## src/hw/rtl/atp_pkg.sv

```systemverilog
// shared types, codes and constants of the trapezoid motion profile axis
`timescale 1ns / 1ps

package atp_pkg;

  // field widths
  localparam int unsigned ModeW  = 2;
  localparam int unsigned PosW   = 32;
  localparam int unsigned VelW   = 31;
  localparam int unsigned AccW   = 31;
  localparam int unsigned TickW  = 21;
  localparam int unsigned OpW    = 2;
  localparam int unsigned AddrW  = 5;
  localparam int unsigned DataW  = 32;
  localparam int unsigned RegIdxW = 3;

  // tick period is in units of 2^-20 s
  localparam int unsigned TickShift = 20;

  // register reset values
  localparam logic [ModeW-1:0] ModeRst   = 2'd0;
  localparam logic [PosW-1:0]  MinPosRst = 32'd0;
  localparam logic [PosW-1:0]  MaxPosRst = 32'd0;
  localparam logic [VelW-1:0]  MaxVelRst = 31'd6553600;
  localparam logic [AccW-1:0]  AccelRst  = 31'd13107200;
  localparam logic [TickW-1:0] TickRst   = 21'd1049;

  // speed above this counts as moving (0.001 units/s)
  localparam logic [31:0] MoveThreshold = 32'd65;

  // command codes
  localparam logic [OpW-1:0] OP_TICK       = 2'd0;
  localparam logic [OpW-1:0] OP_SET_TARGET = 2'd1;
  localparam logic [OpW-1:0] OP_STOP       = 2'd2;
  localparam logic [OpW-1:0] OP_FORCE_POS  = 2'd3;

  // axis modes
  localparam logic [ModeW-1:0] MODE_POSITION = 2'd0;
  localparam logic [ModeW-1:0] MODE_VELOCITY = 2'd1;

  // register indexes
  localparam logic [RegIdxW-1:0] REG_AXIS_MODE    = 3'd0;
  localparam logic [RegIdxW-1:0] REG_MIN_POSITION = 3'd1;
  localparam logic [RegIdxW-1:0] REG_MAX_POSITION = 3'd2;
  localparam logic [RegIdxW-1:0] REG_MAX_VELOCITY = 3'd3;
  localparam logic [RegIdxW-1:0] REG_ACCELERATION = 3'd4;
  localparam logic [RegIdxW-1:0] REG_TICK_PERIOD  = 3'd5;

  typedef struct packed {
    logic [ModeW-1:0] axis_mode;
    logic [PosW-1:0]  min_position;
    logic [PosW-1:0]  max_position;
    logic [VelW-1:0]  max_velocity;
    logic [AccW-1:0]  acceleration;
    logic [TickW-1:0] tick_period;
  } cfg_t;

  // datapath commands issued by the controller
  typedef enum logic [3:0] {
    CMD_NONE,
    CMD_LATCH,
    CMD_APPLY,
    CMD_MUL_VV,
    CMD_MUL_DA,
    CMD_MUL_AT,
    CMD_VEL,
    CMD_MUL_DS,
    CMD_POS,
    CMD_CLAMP,
    CMD_LOAD_OUT
  } dp_cmd_e;

  typedef struct packed {
    logic is_tick;
    logic tick_zero;
    logic pos_move;
    logic vel_mode;
  } dp_status_t;

endpackage

```

## src/hw/rtl/atp_regs.sv

```systemverilog
// configuration register file behind the apb port
`timescale 1ns / 1ps

module atp_regs (
  input  logic                         clk_i,
  input  logic                         rst_ni,
  input  logic                         psel,
  input  logic                         penable,
  input  logic                         pwrite,
  input  logic [atp_pkg::AddrW-1:0]    paddr,
  input  logic [atp_pkg::DataW-1:0]    pwdata,
  output logic [atp_pkg::DataW-1:0]    prdata,
  output logic                         pready,
  output atp_pkg::cfg_t                cfg_o
);

  atp_pkg::cfg_t                   cfg_q, cfg_d;
  logic                            wr_en;
  logic [atp_pkg::RegIdxW-1:0]     idx;

  assign pready = 1'b1;
  assign wr_en  = psel & penable & pwrite;
  assign idx    = paddr[atp_pkg::AddrW-1:2];
  assign cfg_o  = cfg_q;

  always_comb begin
    cfg_d = cfg_q;
    if (wr_en) begin
      unique case (idx)
        atp_pkg::REG_AXIS_MODE:    cfg_d.axis_mode    = pwdata[atp_pkg::ModeW-1:0];
        atp_pkg::REG_MIN_POSITION: cfg_d.min_position = pwdata[atp_pkg::PosW-1:0];
        atp_pkg::REG_MAX_POSITION: cfg_d.max_position = pwdata[atp_pkg::PosW-1:0];
        atp_pkg::REG_MAX_VELOCITY: cfg_d.max_velocity = pwdata[atp_pkg::VelW-1:0];
        atp_pkg::REG_ACCELERATION: cfg_d.acceleration = pwdata[atp_pkg::AccW-1:0];
        atp_pkg::REG_TICK_PERIOD:  cfg_d.tick_period  = pwdata[atp_pkg::TickW-1:0];
        default: ;
      endcase
    end
  end

  always_comb begin
    unique case (idx)
      atp_pkg::REG_AXIS_MODE:    prdata = {30'd0, cfg_q.axis_mode};
      atp_pkg::REG_MIN_POSITION: prdata = cfg_q.min_position;
      atp_pkg::REG_MAX_POSITION: prdata = cfg_q.max_position;
      atp_pkg::REG_MAX_VELOCITY: prdata = {1'b0, cfg_q.max_velocity};
      atp_pkg::REG_ACCELERATION: prdata = {1'b0, cfg_q.acceleration};
      atp_pkg::REG_TICK_PERIOD:  prdata = {11'd0, cfg_q.tick_period};
      default:                   prdata = '0;
    endcase
  end

  always_ff @(posedge clk_i or negedge rst_ni) begin
    if (!rst_ni) begin
      cfg_q.axis_mode    <= atp_pkg::ModeRst;
      cfg_q.min_position <= atp_pkg::MinPosRst;
      cfg_q.max_position <= atp_pkg::MaxPosRst;
      cfg_q.max_velocity <= atp_pkg::MaxVelRst;
      cfg_q.acceleration <= atp_pkg::AccelRst;
      cfg_q.tick_period  <= atp_pkg::TickRst;
    end else begin
      cfg_q <= cfg_d;
    end
  end

endmodule

```

## src/hw/rtl/atp_ctrl.sv

```systemverilog
// controller state machine sequencing one command through the datapath
`timescale 1ns / 1ps

module atp_ctrl (
  input  logic                 clk_i,
  input  logic                 rst_ni,
  input  logic                 in_valid_i,
  output logic                 in_ready_o,
  output logic                 out_valid_o,
  input  logic                 out_ready_i,
  input  atp_pkg::dp_status_t  status_i,
  output atp_pkg::dp_cmd_e     cmd_o
);

  localparam logic [3:0] S_IDLE     = 4'd0;
  localparam logic [3:0] S_DISPATCH = 4'd1;
  localparam logic [3:0] S_MUL_VV   = 4'd2;
  localparam logic [3:0] S_MUL_DA   = 4'd3;
  localparam logic [3:0] S_MUL_AT   = 4'd4;
  localparam logic [3:0] S_VEL      = 4'd5;
  localparam logic [3:0] S_MUL_DS   = 4'd6;
  localparam logic [3:0] S_POS      = 4'd7;
  localparam logic [3:0] S_CLAMP    = 4'd8;
  localparam logic [3:0] S_DONE     = 4'd9;

  logic [3:0] state_q, state_d;
  logic       out_valid_q, out_valid_d;
  logic       out_free;

  assign out_free    = !out_valid_q || out_ready_i;
  assign in_ready_o  = (state_q == S_IDLE);
  assign out_valid_o = out_valid_q;

  always_comb begin
    state_d = state_q;
    cmd_o   = atp_pkg::CMD_NONE;
    unique case (state_q)
      S_IDLE: begin
        if (in_valid_i) begin
          cmd_o   = atp_pkg::CMD_LATCH;
          state_d = S_DISPATCH;
        end
      end
      S_DISPATCH: begin
        if (!status_i.is_tick) begin
          cmd_o   = atp_pkg::CMD_APPLY;
          state_d = S_DONE;
        end else if (status_i.tick_zero) begin
          state_d = S_DONE;
        end else if (status_i.pos_move) begin
          state_d = S_MUL_VV;
        end else if (status_i.vel_mode) begin
          state_d = S_MUL_DS;
        end else begin
          state_d = S_CLAMP;
        end
      end
      S_MUL_VV: begin
        cmd_o   = atp_pkg::CMD_MUL_VV;
        state_d = S_MUL_DA;
      end
      S_MUL_DA: begin
        cmd_o   = atp_pkg::CMD_MUL_DA;
        state_d = S_MUL_AT;
      end
      S_MUL_AT: begin
        cmd_o   = atp_pkg::CMD_MUL_AT;
        state_d = S_VEL;
      end
      S_VEL: begin
        cmd_o   = atp_pkg::CMD_VEL;
        state_d = S_MUL_DS;
      end
      S_MUL_DS: begin
        cmd_o   = atp_pkg::CMD_MUL_DS;
        state_d = S_POS;
      end
      S_POS: begin
        cmd_o   = atp_pkg::CMD_POS;
        state_d = S_CLAMP;
      end
      S_CLAMP: begin
        cmd_o   = atp_pkg::CMD_CLAMP;
        state_d = S_DONE;
      end
      S_DONE: begin
        // wait for the output register to free up
        if (out_free) begin
          cmd_o   = atp_pkg::CMD_LOAD_OUT;
          state_d = S_IDLE;
        end
      end
      default: state_d = S_IDLE;
    endcase
  end

  always_comb begin
    out_valid_d = out_valid_q;
    if (out_valid_q && out_ready_i) begin
      out_valid_d = 1'b0;
    end
    if (cmd_o == atp_pkg::CMD_LOAD_OUT) begin
      out_valid_d = 1'b1;
    end
  end

  always_ff @(posedge clk_i or negedge rst_ni) begin
    if (!rst_ni) begin
      state_q     <= S_IDLE;
      out_valid_q <= 1'b0;
    end else begin
      state_q     <= state_d;
      out_valid_q <= out_valid_d;
    end
  end

endmodule

```

## src/hw/rtl/atp_dp.sv

```systemverilog
// datapath: axis state, shared multiplier, velocity and position update, output word
`timescale 1ns / 1ps

module atp_dp (
  input  logic                          clk_i,
  input  logic                          rst_ni,
  input  atp_pkg::dp_cmd_e              cmd_i,
  input  atp_pkg::cfg_t                 cfg_i,
  input  logic [atp_pkg::OpW-1:0]       opcode_i,
  input  logic signed [31:0]            operand_value_i,
  output atp_pkg::dp_status_t           status_o,
  output logic signed [31:0]            actual_position_o,
  output logic signed [31:0]            actual_velocity_o,
  output logic                          moving_o,
  output logic                          at_rest_o
);

  // axis state
  logic signed [31:0]          pos_q, pos_d;
  logic signed [31:0]          vel_q, vel_d;
  logic signed [31:0]          goal_q, goal_d;
  logic                        flag_q, flag_d;

  // latched command
  logic [atp_pkg::OpW-1:0]     op_q;
  logic signed [31:0]          val_q;

  // multiplier and intermediate products
  logic [32:0]                 mul_a;
  logic [31:0]                 mul_b;
  logic [64:0]                 product;
  logic [64:0]                 prod_q;
  logic [64:0]                 vv_q;
  logic                        brake_q;

  // output word
  logic signed [31:0]          out_pos_q;
  logic signed [31:0]          out_vel_q;
  logic                        out_moving_q;

  logic signed [32:0]          diff;
  logic [32:0]                 dist_mag;
  logic                        dir_pos;
  logic [31:0]                 vmag;
  logic                        moving_now;
  logic                        pos_mode;

  logic [31:0]                 step_mag;
  logic [32:0]                 maxv_ext;
  logic signed [32:0]          tv;
  logic signed [33:0]          err;
  logic [33:0]                 err_mag;
  logic                        err_pos;
  logic signed [34:0]          vstep;
  logic signed [31:0]          vel_upd;

  logic                        snap;
  logic signed [34:0]          pstep;
  logic signed [31:0]          pos_step;

  logic signed [31:0]          min_s;
  logic signed [31:0]          max_s;
  logic signed [31:0]          clamp_hi;
  logic signed [31:0]          clamp_pos;

  function automatic logic signed [31:0] sat32(input logic signed [34:0] v);
    logic signed [31:0] r;
    if (v[34:31] == 4'b0000 || v[34:31] == 4'b1111) begin
      r = v[31:0];
    end else if (v[34]) begin
      r = 32'sh8000_0000;
    end else begin
      r = 32'sh7FFF_FFFF;
    end
    return r;
  endfunction

  assign pos_mode = (cfg_i.axis_mode == atp_pkg::MODE_POSITION);

  assign diff     = {goal_q[31], goal_q} - {pos_q[31], pos_q};
  assign dist_mag = diff[32] ? 33'(-diff) : 33'(diff);
  assign dir_pos  = !diff[32] && (diff != 33'sd0);
  assign vmag     = vel_q[31] ? 32'(-vel_q) : 32'(vel_q);
  assign moving_now = flag_q || (vmag > atp_pkg::MoveThreshold);

  assign status_o.is_tick   = (op_q == atp_pkg::OP_TICK);
  assign status_o.tick_zero = (cfg_i.tick_period == '0);
  assign status_o.pos_move  = pos_mode && flag_q;
  assign status_o.vel_mode  = (cfg_i.axis_mode == atp_pkg::MODE_VELOCITY);

  // one shared multiplier, operands picked per step
  always_comb begin
    mul_a = '0;
    mul_b = '0;
    unique case (cmd_i)
      atp_pkg::CMD_MUL_VV: begin
        mul_a = {1'b0, vmag};
        mul_b = vmag;
      end
      atp_pkg::CMD_MUL_DA: begin
        mul_a = dist_mag;
        mul_b = {1'b0, cfg_i.acceleration};
      end
      atp_pkg::CMD_MUL_AT: begin
        mul_a = {2'b00, cfg_i.acceleration};
        mul_b = {11'd0, cfg_i.tick_period};
      end
      atp_pkg::CMD_MUL_DS: begin
        mul_a = {1'b0, vmag};
        mul_b = {11'd0, cfg_i.tick_period};
      end
      default: ;
    endcase
  end

  assign product = {32'd0, mul_a} * {33'd0, mul_b};

  // scaled product: dv after the a*t step, |ds| after the v*t step
  assign step_mag = prod_q[atp_pkg::TickShift+31:atp_pkg::TickShift];

  // velocity step toward the target speed
  assign maxv_ext = {2'b00, cfg_i.max_velocity};
  assign tv       = brake_q ? 33'sd0 : (dir_pos ? $signed(maxv_ext) : $signed(-maxv_ext));
  assign err      = {tv[32], tv} - {{2{vel_q[31]}}, vel_q};
  assign err_mag  = err[33] ? 34'(-err) : 34'(err);
  assign err_pos  = !err[33] && (err != 34'sd0);
  assign vstep    = err_pos ? ({{3{vel_q[31]}}, vel_q} + {3'b000, step_mag})
                            : ({{3{vel_q[31]}}, vel_q} - {3'b000, step_mag});
  assign vel_upd  = (err_mag < {2'b00, step_mag}) ? tv[31:0] : sat32(vstep);

  // position step with the sign of the velocity
  assign snap     = ({1'b0, step_mag} >= dist_mag);
  assign pstep    = vel_q[31] ? ({{3{pos_q[31]}}, pos_q} - {3'b000, step_mag})
                              : ({{3{pos_q[31]}}, pos_q} + {3'b000, step_mag});
  assign pos_step = sat32(pstep);

  // limit clamp, inverted limits end at min_position
  assign min_s     = cfg_i.min_position;
  assign max_s     = cfg_i.max_position;
  assign clamp_hi  = (pos_q < max_s) ? pos_q : max_s;
  assign clamp_pos = (clamp_hi > min_s) ? clamp_hi : min_s;

  always_comb begin
    pos_d  = pos_q;
    vel_d  = vel_q;
    goal_d = goal_q;
    flag_d = flag_q;
    unique case (cmd_i)
      atp_pkg::CMD_APPLY: begin
        case (op_q)
          atp_pkg::OP_SET_TARGET: begin
            if (pos_mode) begin
              goal_d = val_q;
              flag_d = 1'b1;
            end else if (status_o.vel_mode) begin
              vel_d = val_q;
            end
          end
          atp_pkg::OP_STOP: begin
            if (pos_mode) begin
              goal_d = pos_q;
            end else begin
              vel_d = '0;
            end
            flag_d = 1'b0;
          end
          atp_pkg::OP_FORCE_POS: begin
            pos_d  = val_q;
            goal_d = val_q;
            flag_d = 1'b0;
          end
          default: ;
        endcase
      end
      atp_pkg::CMD_VEL: vel_d = vel_upd;
      atp_pkg::CMD_POS: begin
        if (pos_mode) begin
          if (snap) begin
            pos_d  = goal_q;
            vel_d  = '0;
            flag_d = 1'b0;
          end else begin
            pos_d = pos_step;
          end
        end else begin
          pos_d  = pos_step;
          flag_d = (vmag > atp_pkg::MoveThreshold);
        end
      end
      atp_pkg::CMD_CLAMP: begin
        if (min_s != max_s) begin
          pos_d = clamp_pos;
        end
      end
      default: ;
    endcase
  end

  always_ff @(posedge clk_i or negedge rst_ni) begin
    if (!rst_ni) begin
      pos_q  <= '0;
      vel_q  <= '0;
      goal_q <= '0;
      flag_q <= 1'b0;
      op_q   <= atp_pkg::OP_TICK;
    end else begin
      pos_q  <= pos_d;
      vel_q  <= vel_d;
      goal_q <= goal_d;
      flag_q <= flag_d;
      if (cmd_i == atp_pkg::CMD_LATCH) begin
        op_q <= opcode_i;
      end
    end
  end

  always_ff @(posedge clk_i) begin
    if (cmd_i == atp_pkg::CMD_LATCH) begin
      val_q <= operand_value_i;
    end
    if (cmd_i == atp_pkg::CMD_MUL_VV || cmd_i == atp_pkg::CMD_MUL_DA ||
        cmd_i == atp_pkg::CMD_MUL_AT || cmd_i == atp_pkg::CMD_MUL_DS) begin
      prod_q <= product;
    end
    if (cmd_i == atp_pkg::CMD_MUL_DA) begin
      vv_q <= prod_q;
    end
    // brake when 2*a*distance <= v*v, same as distance <= floor(v*v / 2a)
    if (cmd_i == atp_pkg::CMD_MUL_AT) begin
      brake_q <= ({prod_q, 1'b0} <= {1'b0, vv_q});
    end
    if (cmd_i == atp_pkg::CMD_LOAD_OUT) begin
      out_pos_q    <= pos_q;
      out_vel_q    <= vel_q;
      out_moving_q <= moving_now;
    end
  end

  assign actual_position_o = out_pos_q;
  assign actual_velocity_o = out_vel_q;
  assign moving_o          = out_moving_q;
  assign at_rest_o         = !out_moving_q;

endmodule

```

## src/hw/rtl/axis_trapezoid_profile.sv

```systemverilog
// top level of the single-axis trapezoid motion profile generator
//
//  channel   direction  handshake                  payload
//  in        in         in_valid_i / in_ready_o    opcode_i, operand_value_i
//  out       out        out_valid_o / out_ready_i  actual_position_o, actual_velocity_o,
//                                                  moving_o, at_rest_o
//  config    in         apb psel/penable/pwrite    paddr, pwdata, prdata (pready tied high)
//
// set target, stop and force apply directly; a velocity-mode tick runs the v*t,
// position and clamp steps, a moving position-mode tick also updates velocity; the four
// dependent products go one after another through the single 33x32 multiplier.
// a new word is taken once the previous result sits in the output register.
// reset clears the axis state and loads the register defaults.
// a stalled output holds the controller in its last step until the word is taken.
`timescale 1ns / 1ps

module axis_trapezoid_profile (
  input  logic                        clk_i,
  input  logic                        rst_ni,
  input  logic                        in_valid_i,
  output logic                        in_ready_o,
  input  logic [atp_pkg::OpW-1:0]     opcode_i,
  input  logic signed [31:0]          operand_value_i,
  output logic                        out_valid_o,
  input  logic                        out_ready_i,
  output logic signed [31:0]          actual_position_o,
  output logic signed [31:0]          actual_velocity_o,
  output logic                        moving_o,
  output logic                        at_rest_o,
  input  logic                        psel,
  input  logic                        penable,
  input  logic                        pwrite,
  input  logic [atp_pkg::AddrW-1:0]   paddr,
  input  logic [atp_pkg::DataW-1:0]   pwdata,
  output logic [atp_pkg::DataW-1:0]   prdata,
  output logic                        pready
);

  atp_pkg::cfg_t        cfg;
  atp_pkg::dp_cmd_e     cmd;
  atp_pkg::dp_status_t  status;

  atp_regs u_regs (
    .clk_i   (clk_i),
    .rst_ni  (rst_ni),
    .psel    (psel),
    .penable (penable),
    .pwrite  (pwrite),
    .paddr   (paddr),
    .pwdata  (pwdata),
    .prdata  (prdata),
    .pready  (pready),
    .cfg_o   (cfg)
  );

  atp_ctrl u_ctrl (
    .clk_i       (clk_i),
    .rst_ni      (rst_ni),
    .in_valid_i  (in_valid_i),
    .in_ready_o  (in_ready_o),
    .out_valid_o (out_valid_o),
    .out_ready_i (out_ready_i),
    .status_i    (status),
    .cmd_o       (cmd)
  );

  atp_dp u_dp (
    .clk_i             (clk_i),
    .rst_ni            (rst_ni),
    .cmd_i             (cmd),
    .cfg_i             (cfg),
    .opcode_i          (opcode_i),
    .operand_value_i   (operand_value_i),
    .status_o          (status),
    .actual_position_o (actual_position_o),
    .actual_velocity_o (actual_velocity_o),
    .moving_o          (moving_o),
    .at_rest_o         (at_rest_o)
  );

endmodule
```

## config.mk

```make
export PLATFORM = sky130hd
export DESIGN_NAME = axis_trapezoid_profile
export DESIGN_NICKNAME = d
export VERILOG_FILES = /design/src/hw/rtl/atp_pkg.sv /design/src/hw/rtl/atp_regs.sv /design/src/hw/rtl/atp_ctrl.sv /design/src/hw/rtl/atp_dp.sv /design/src/hw/rtl/axis_trapezoid_profile.sv
export SDC_FILE = /design/constraint.sdc
export NUM_CORES = 2
export LEC_CHECK = 0
export ABC_CLOCK_PERIOD_IN_PS = 14990
export BUFFER_PORTS_ARGS = -buffer_cell sky130_fd_sc_hd__buf_4
export CORE_MARGIN = 1
export CORE_UTILIZATION = 40
export DETAILED_ROUTE_END_ITERATION = 12
export GPL_TIMING_DRIVEN = 0
export PLACE_DENSITY_LB_ADDON = 0.2
export SLEW_MARGIN = 10
export SYNTH_ARGS = -nofsm -noshare
export SYNTH_HDL_FRONTEND = slang
export SYNTH_SLANG_ARGS = --single-unit
```

## constraint.sdc

```tcl
create_clock -name clk_i -period 14.99 [get_ports clk_i]
set_clock_uncertainty 0.1 [all_clocks]
set_input_delay 0.7495 -clock clk_i [delete_from_list [all_inputs] [get_ports clk_i]]
set_output_delay 0.7495 -clock clk_i [all_outputs]
set_load 0.05 [all_outputs]
```

### Word level (Yosys, flattened, before mapping)

Cells that the tools add are included.

* register bits: 481
* bits of input ports: 78
* word-level logic and storage cells: 178

* $add $sub $neg: 10
* multipliers: 1
* magnitude comparators: 6
* equal/unequal tests: 46
* muxes and demuxes: 50
* bitwise gates (word level): 2
* reductions and logical operators: 43

Operator list (number)
* 32-bit two-way mux: 19
* 32-bit one-hot mux with 3 select lines: 4
* 32-bit one-hot mux with 6 select lines: 1
* 33-bit two-way mux: 3
* 33-bit one-hot mux with 3 select lines: 1
* 4-bit one-hot mux with 10 select lines: 2
* 35-bit two-way mux: 2
* 32-bit by 33-bit adder with 34-bit output: 2
* 32-bit by 33-bit subtractor with 34-bit output: 2
* 66-bit by 65-bit less-or-equal comparator with 1-bit output: 1
* 33-bit by 32-bit multiplier with 65-bit output: 1
* 32-bit one-hot mux with 2 select lines: 1
* 34-bit by 32-bit < comparator with 1-bit output: 1
* 34-bit two-way mux: 1
* 34-bit negator: 1
* 34-bit nonzero test: 1
* 33-bit by 32-bit subtractor with 34-bit output: 1
* 32-bit by 33-bit greater-or-equal comparator with 1-bit output: 1
* 31-bit negator with 33-bit output: 1
* 33-bit negator: 1
* 33-bit nonzero test: 1
* 32-bit by 32-bit subtractor with 33-bit output: 1
* 4-bit by 3-bit equality test with 1-bit output, second input constant: 8
* 32-bit > comparator: 1
* 35 further kinds: 100

### Logic depth before layout (Yosys ltp)

* depth after elaboration: 14
* mapped depth: 58
* mapped depth without buffers: 55

### Cells and area by module

Synthesis repeated with hierarchy kept, for this count alone.

* cells, all modules: 7908
* area total of the unflattened synthesis: 70903.0 µm²

Modules (own cells, without submodules)
* atp_dp: instances 1, cells each 7410, area each 63666.1 µm², seq. area each 9323.9 µm²
* atp_regs: instances 1, cells each 452, area each 6864.1 µm², seq. area each 3741.1 µm²
* atp_ctrl: instances 1, cells each 46, area each 372.9 µm², seq. area each 125.1 µm²

### Least setup slack after synthesis

No wires, ideal clock.

* kind: input port to flip-flop
* start point: input port out_ready_i
* end point: register u_dp.prod_q[64] (data pin)
* library setup time: 260 ps
* arrival time: 16109 ps
* data required time: 14630 ps
* path slack: -1479 ps
* stages on the path: 44
* cell sequence: nand2b_1 nor3b_1 o21bai_1 a21oi_1 a211o_1 clkbuf_1 clkbuf_1 o31ai_1 clkbuf_1 nand2_1 fa_1 inv_1 fa_1 inv_1 fa_1 inv_1 fa_1 inv_1 [... 8 more ...] nand3_1 a211oi_1 nor2b_1 nor4b_1 or3b_2 a2111oi_0 o31a_1 o221ai_1 o211a_1 o221a_2 a21o_1 a221oi_1 o2111ai_1 a21o_1 and2_1 a2111oi_0 nor3_1 xnor2_1

* cells in the longest elaborated chain, start to end: 7

Ends and longest elaborated chain
* start, declared: RTL line axis_trapezoid_profile.sv:25 `input logic out_ready_i,`
* 1-bit logical OR (*): RTL line atp_ctrl.sv:30 `assign out_free = !out_valid_q || out_ready_i;`
* 4-bit two-way mux (*): RTL line atp_ctrl.sv:88 `if (out_free) begin`
* 4-bit one-hot mux with 10 select lines (*): RTL line atp_ctrl.sv:37 `unique case (state_q)`
* 4-bit by 3-bit equality test with 1-bit output / 4-bit by 2-bit equality test with 1-bit output (equally long branches): RTL line atp_dp.sv:95 `unique case (cmd_i)`
* 2-bit OR reduction (no line)
* 33-bit one-hot mux with 3 select lines / 32-bit one-hot mux with 3 select lines (equally long branches): RTL line atp_dp.sv:95
* 33-bit by 32-bit multiplier with 65-bit output (*): RTL line atp_dp.sv:116 `assign product = {32'd0, mul_a} * {33'd0, mul_b};`
* named net u_dp.product[64]: RTL line atp_dp.sv:31 `logic [64:0] product;`
* end signal, assigned: RTL line atp_dp.sv:223 `prod_q <= product;`
* end, declared: RTL line atp_dp.sv:32 `logic [64:0] prod_q;`

Mark *: on every way through the listed nets, which the timed path passes. The rest lies on a longest branch.
A chain may end at the register's enable or synchronous reset.

### Worst setup path in the final report

* start point: register u_dp.pos_q[20]
* end point: register u_dp.prod_q[64] (data pin)

* cells in the longest elaborated chain, start to end: 5

Ends and longest elaborated chain
* start, declared: RTL line atp_dp.sv:19 `logic signed [31:0] pos_q, pos_d;`
* start signal, assigned: RTL line atp_dp.sv:207 `pos_q <= pos_d;`
* 32-bit by 32-bit subtractor with 33-bit output (*): RTL line atp_dp.sv:80 `assign diff = {goal_q[31], goal_q} - {pos_q[31], pos_q};`
* 33-bit negator: RTL line atp_dp.sv:81 `assign dist_mag = diff[32] ? 33'(-diff) : 33'(diff);`
* 33-bit two-way mux (*): RTL line atp_dp.sv:81
* 33-bit one-hot mux with 3 select lines (*): RTL line atp_dp.sv:95
* 33-bit by 32-bit multiplier with 65-bit output (*): RTL line atp_dp.sv:116
* named net u_dp.product[64]: RTL line atp_dp.sv:31

Marked as above.

==> out/metrics.cfg <==
[placement]
gp_congestion = 1.05
io_buffers = 175
dpl_cell_area_mm2 = 0.0752
dpl.hpwl_um = 283000

[yosys]
synthXorXnorAreaFrac_pct = 4.54
synthAdderAreaFrac_pct = 37.1
synth-seq-cells = 481
synth_compound_area_share_pct = 12.2
synth_area_mm2 = 0.0701
synthFlopType = dfrtp_1
synth.avg_cell_area_um2 = 8.78
synth_edf_count = 228
synth_seq_area_share_pct = 18.8
ys_warn_count = 0
synthSimpleGateAreaFrac_pct = 15.2
syn-instance-count = 7991
synthMuxAreaShare_pct = 3.31
synth_top_family_by_area = adder cells
post_synth_num_cell_types = 101
async_reset_ff_share_pct = 52.6

[cts]
cts.htree.levels = 2
cts_buffers = 58
clkLatencyLatePin_ns = 0.74
clkSinkCount = 481
clkSlewWorstSetupHoldPaths_ns = 0.07
clock_path_buffers = 3
cts_root_buf = clkbuf_16
cts_tree = done

[detailed_routing]
viasPerCell = 5.85
drc = 0
route.vias.total = 62300
drtIter0Drc = 6569
drt_pass1_iterations = 12
wl_per_cell_um = 31.7
drtAntennaViolNets = 0
wl_um = 338000

[worst_setup_path]
cp_slowest_cell = xnor2_1
cp_max_fo = 10
cpPeakStageDelay_ns = 0.71
path_class = reg -> reg
rrSetupSlack_ns = 0.1
cp.required_ns = 15.34
worstRegToRegCells = 47
critPathLaunchType = register
cpMostUsedCell = fa_1
endpoint_kind = register
critPathArrivalTime_ns = 15.25

[finish]
fillerInstances = 17300
fin_area_mm2 = 0.0780
final_nets = 9871
areaGrowthSynthToFinish_pct = 11.2
fin_util_pct = 44.8
drive_gt1_share_pct = 8.41
multi_input_area_mm2 = 0.0517
final_cell_mix = inv_1 (1300), nand2_1 (1066), fa_1 (930)
regArea_mm2 = 0.0132
layout_commonest_cell = inv_1

[floorplan]
die_w_um = 421
ios = 179
die_area_mm2 = 0.177
die_height_um = 421
num_rows = 153
core_mm2 = 0.174
initial_core_util_pct = 40.3

[grt]
grt_max_degree = 98
antenna_found_initial = 24
grt_overflow = 0
grt_pass1_vias = 62800
grt_first_pass_wirelength_um = 474000
track_usage_pct = 38.5

[timing]
report.final.hold_viol_count = 0
finalMaxSlewViolations = 0
setup_viol = 0
worstMarginPinSlew_ns = 1.45
rsz0062_at_grt = yes
hold_ws_ns = 0.0983
period_minus_slack_ns = 14.89
min_period_over_period_pct = 99.4
slew_headroom_pct = 2.88
clock.fmax_mhz = 67.1

[min_path]
min_path_type = in -> reg
whs_path_depth = 1

[job]
cap_violations = 0

[run_status]
status = finished clean

registers in the layout, indices dropped and copies added (netlist names):
register                cells
u_ctrl.out_valid_o          1
u_ctrl.state_q              4
u_dp.actual_position_o     32
u_dp.actual_velocity_o     32
u_dp.brake_q                1
u_dp.flag_q                 1
u_dp.goal_q                32
u_dp.moving_o               1
u_dp.op_q                   2
u_dp.pos_q                 32
u_dp.prod_q                65
u_dp.val_q                 32
u_dp.vel_q                 32
u_dp.vv_q                  65
u_regs.cfg_o              149
layout make-up:
type,count,area share (%)
Multi-Input combinational cell,5871,66.2
Sequential cell,481,16.9
Inverter,1302,6.27
Tap cell,2325,3.73
Timing Repair Buffer,227,2.61
Clock buffer,73,2.04
Buffer,331,1.74
Clock inverter,37,0.452
Antenna cell,7,0.0225
through the flow:
step           setup WS [ns]  instances  TNS [ns]
5_1_grt              -0.0340      10600    -0.115
3_5_place_dp           -2.78      10500    -70.37
4_1_cts               0.0191      10600         0
2_1_floorplan          0.917       8006         0
6_report              0.0965      10700         0
3_3_place_gp           -6.41      10500   -196.10
cell usage after synthesis (119+ instances only):
cell	instances	area [um2]
inv_1	1301	4880
nand2_1	1066	4000
fa_1	930	18600
nor2_1	733	2750
ha_1	591	7390
o21ai_0	372	1860
clkbuf_1	324	1220
a21oi_1	280	1400
xnor2_1	260	2280
dfrtp_1	243	6080
edfxtp_1	228	6850
a21o_1	120	901
mux2_2	119	1340
critical path, delay by kind of cell, from the launching register on:
| kind | cells | cell delay, ns |
|---|---|---|
| flip-flops | 1 | 0.61 |
| adder cells (fa/ha/maj) | 10 | 4.66 |
| XOR/XNOR | 2 | 0.89 |
| AND/OR/NAND/NOR | 11 | 2.49 |
| AO/OA/AOI/OAI | 16 | 4.58 |
| buffers and inverters | 8 | 1.22 |
layer usage:
layer	share of wire, %	global-route usage [%]	up-vias	wire, um
li1	-	-	26600	-
met1	37	46.2	31600	126000
met2	45	60.9	3166	152000
met3	8.2	7.55	967	27700
met4	9.4	30.1	6	31900
met5	0.014	0	-	46
logic make-up (layout without fill, tap and decap cells):
family | after synthesis | after routing
buffers and inverters | 1654 | 1970
XOR/XNOR | 363 | 363
multiplexers | 216 | 216
AO/OA/AOI/OAI | 1329 | 1329
flip-flops | 481 | 481
AND/OR/NAND/NOR | 2424 | 2424
adder cells (fa/ha/maj) | 1522 | 1522
other | 2 | 24
what timing repair did:
item,in CTS,in global routing
endpoints found under the hold margin,73,0
endpoints found under the setup margin,54,40
setup buffers,4,10
pin swaps,4,6
cloned,0,0
hold buffers,1,0
resized for setup,107,119
final timing paths:
kind | endpoint | startpoint
hold reg to reg | u_dp.vv_q[59] | u_dp.prod_q[59]
setup / recovery | u_dp.prod_q[64] | u_dp.pos_q[20]
max in group asynchronous | u_regs.cfg_o[34] | rst_ni
setup reg to reg | u_dp.prod_q[64] | u_dp.pos_q[20]
hold / removal | u_dp.val_q[3] | operand_value_i[3]
min in group asynchronous | u_regs.cfg_o[110] | rst_ni
Power is left out: the tool's default activity adds up to more than one toggle a clock period on the data nets, which glitch-free logic cannot reach.
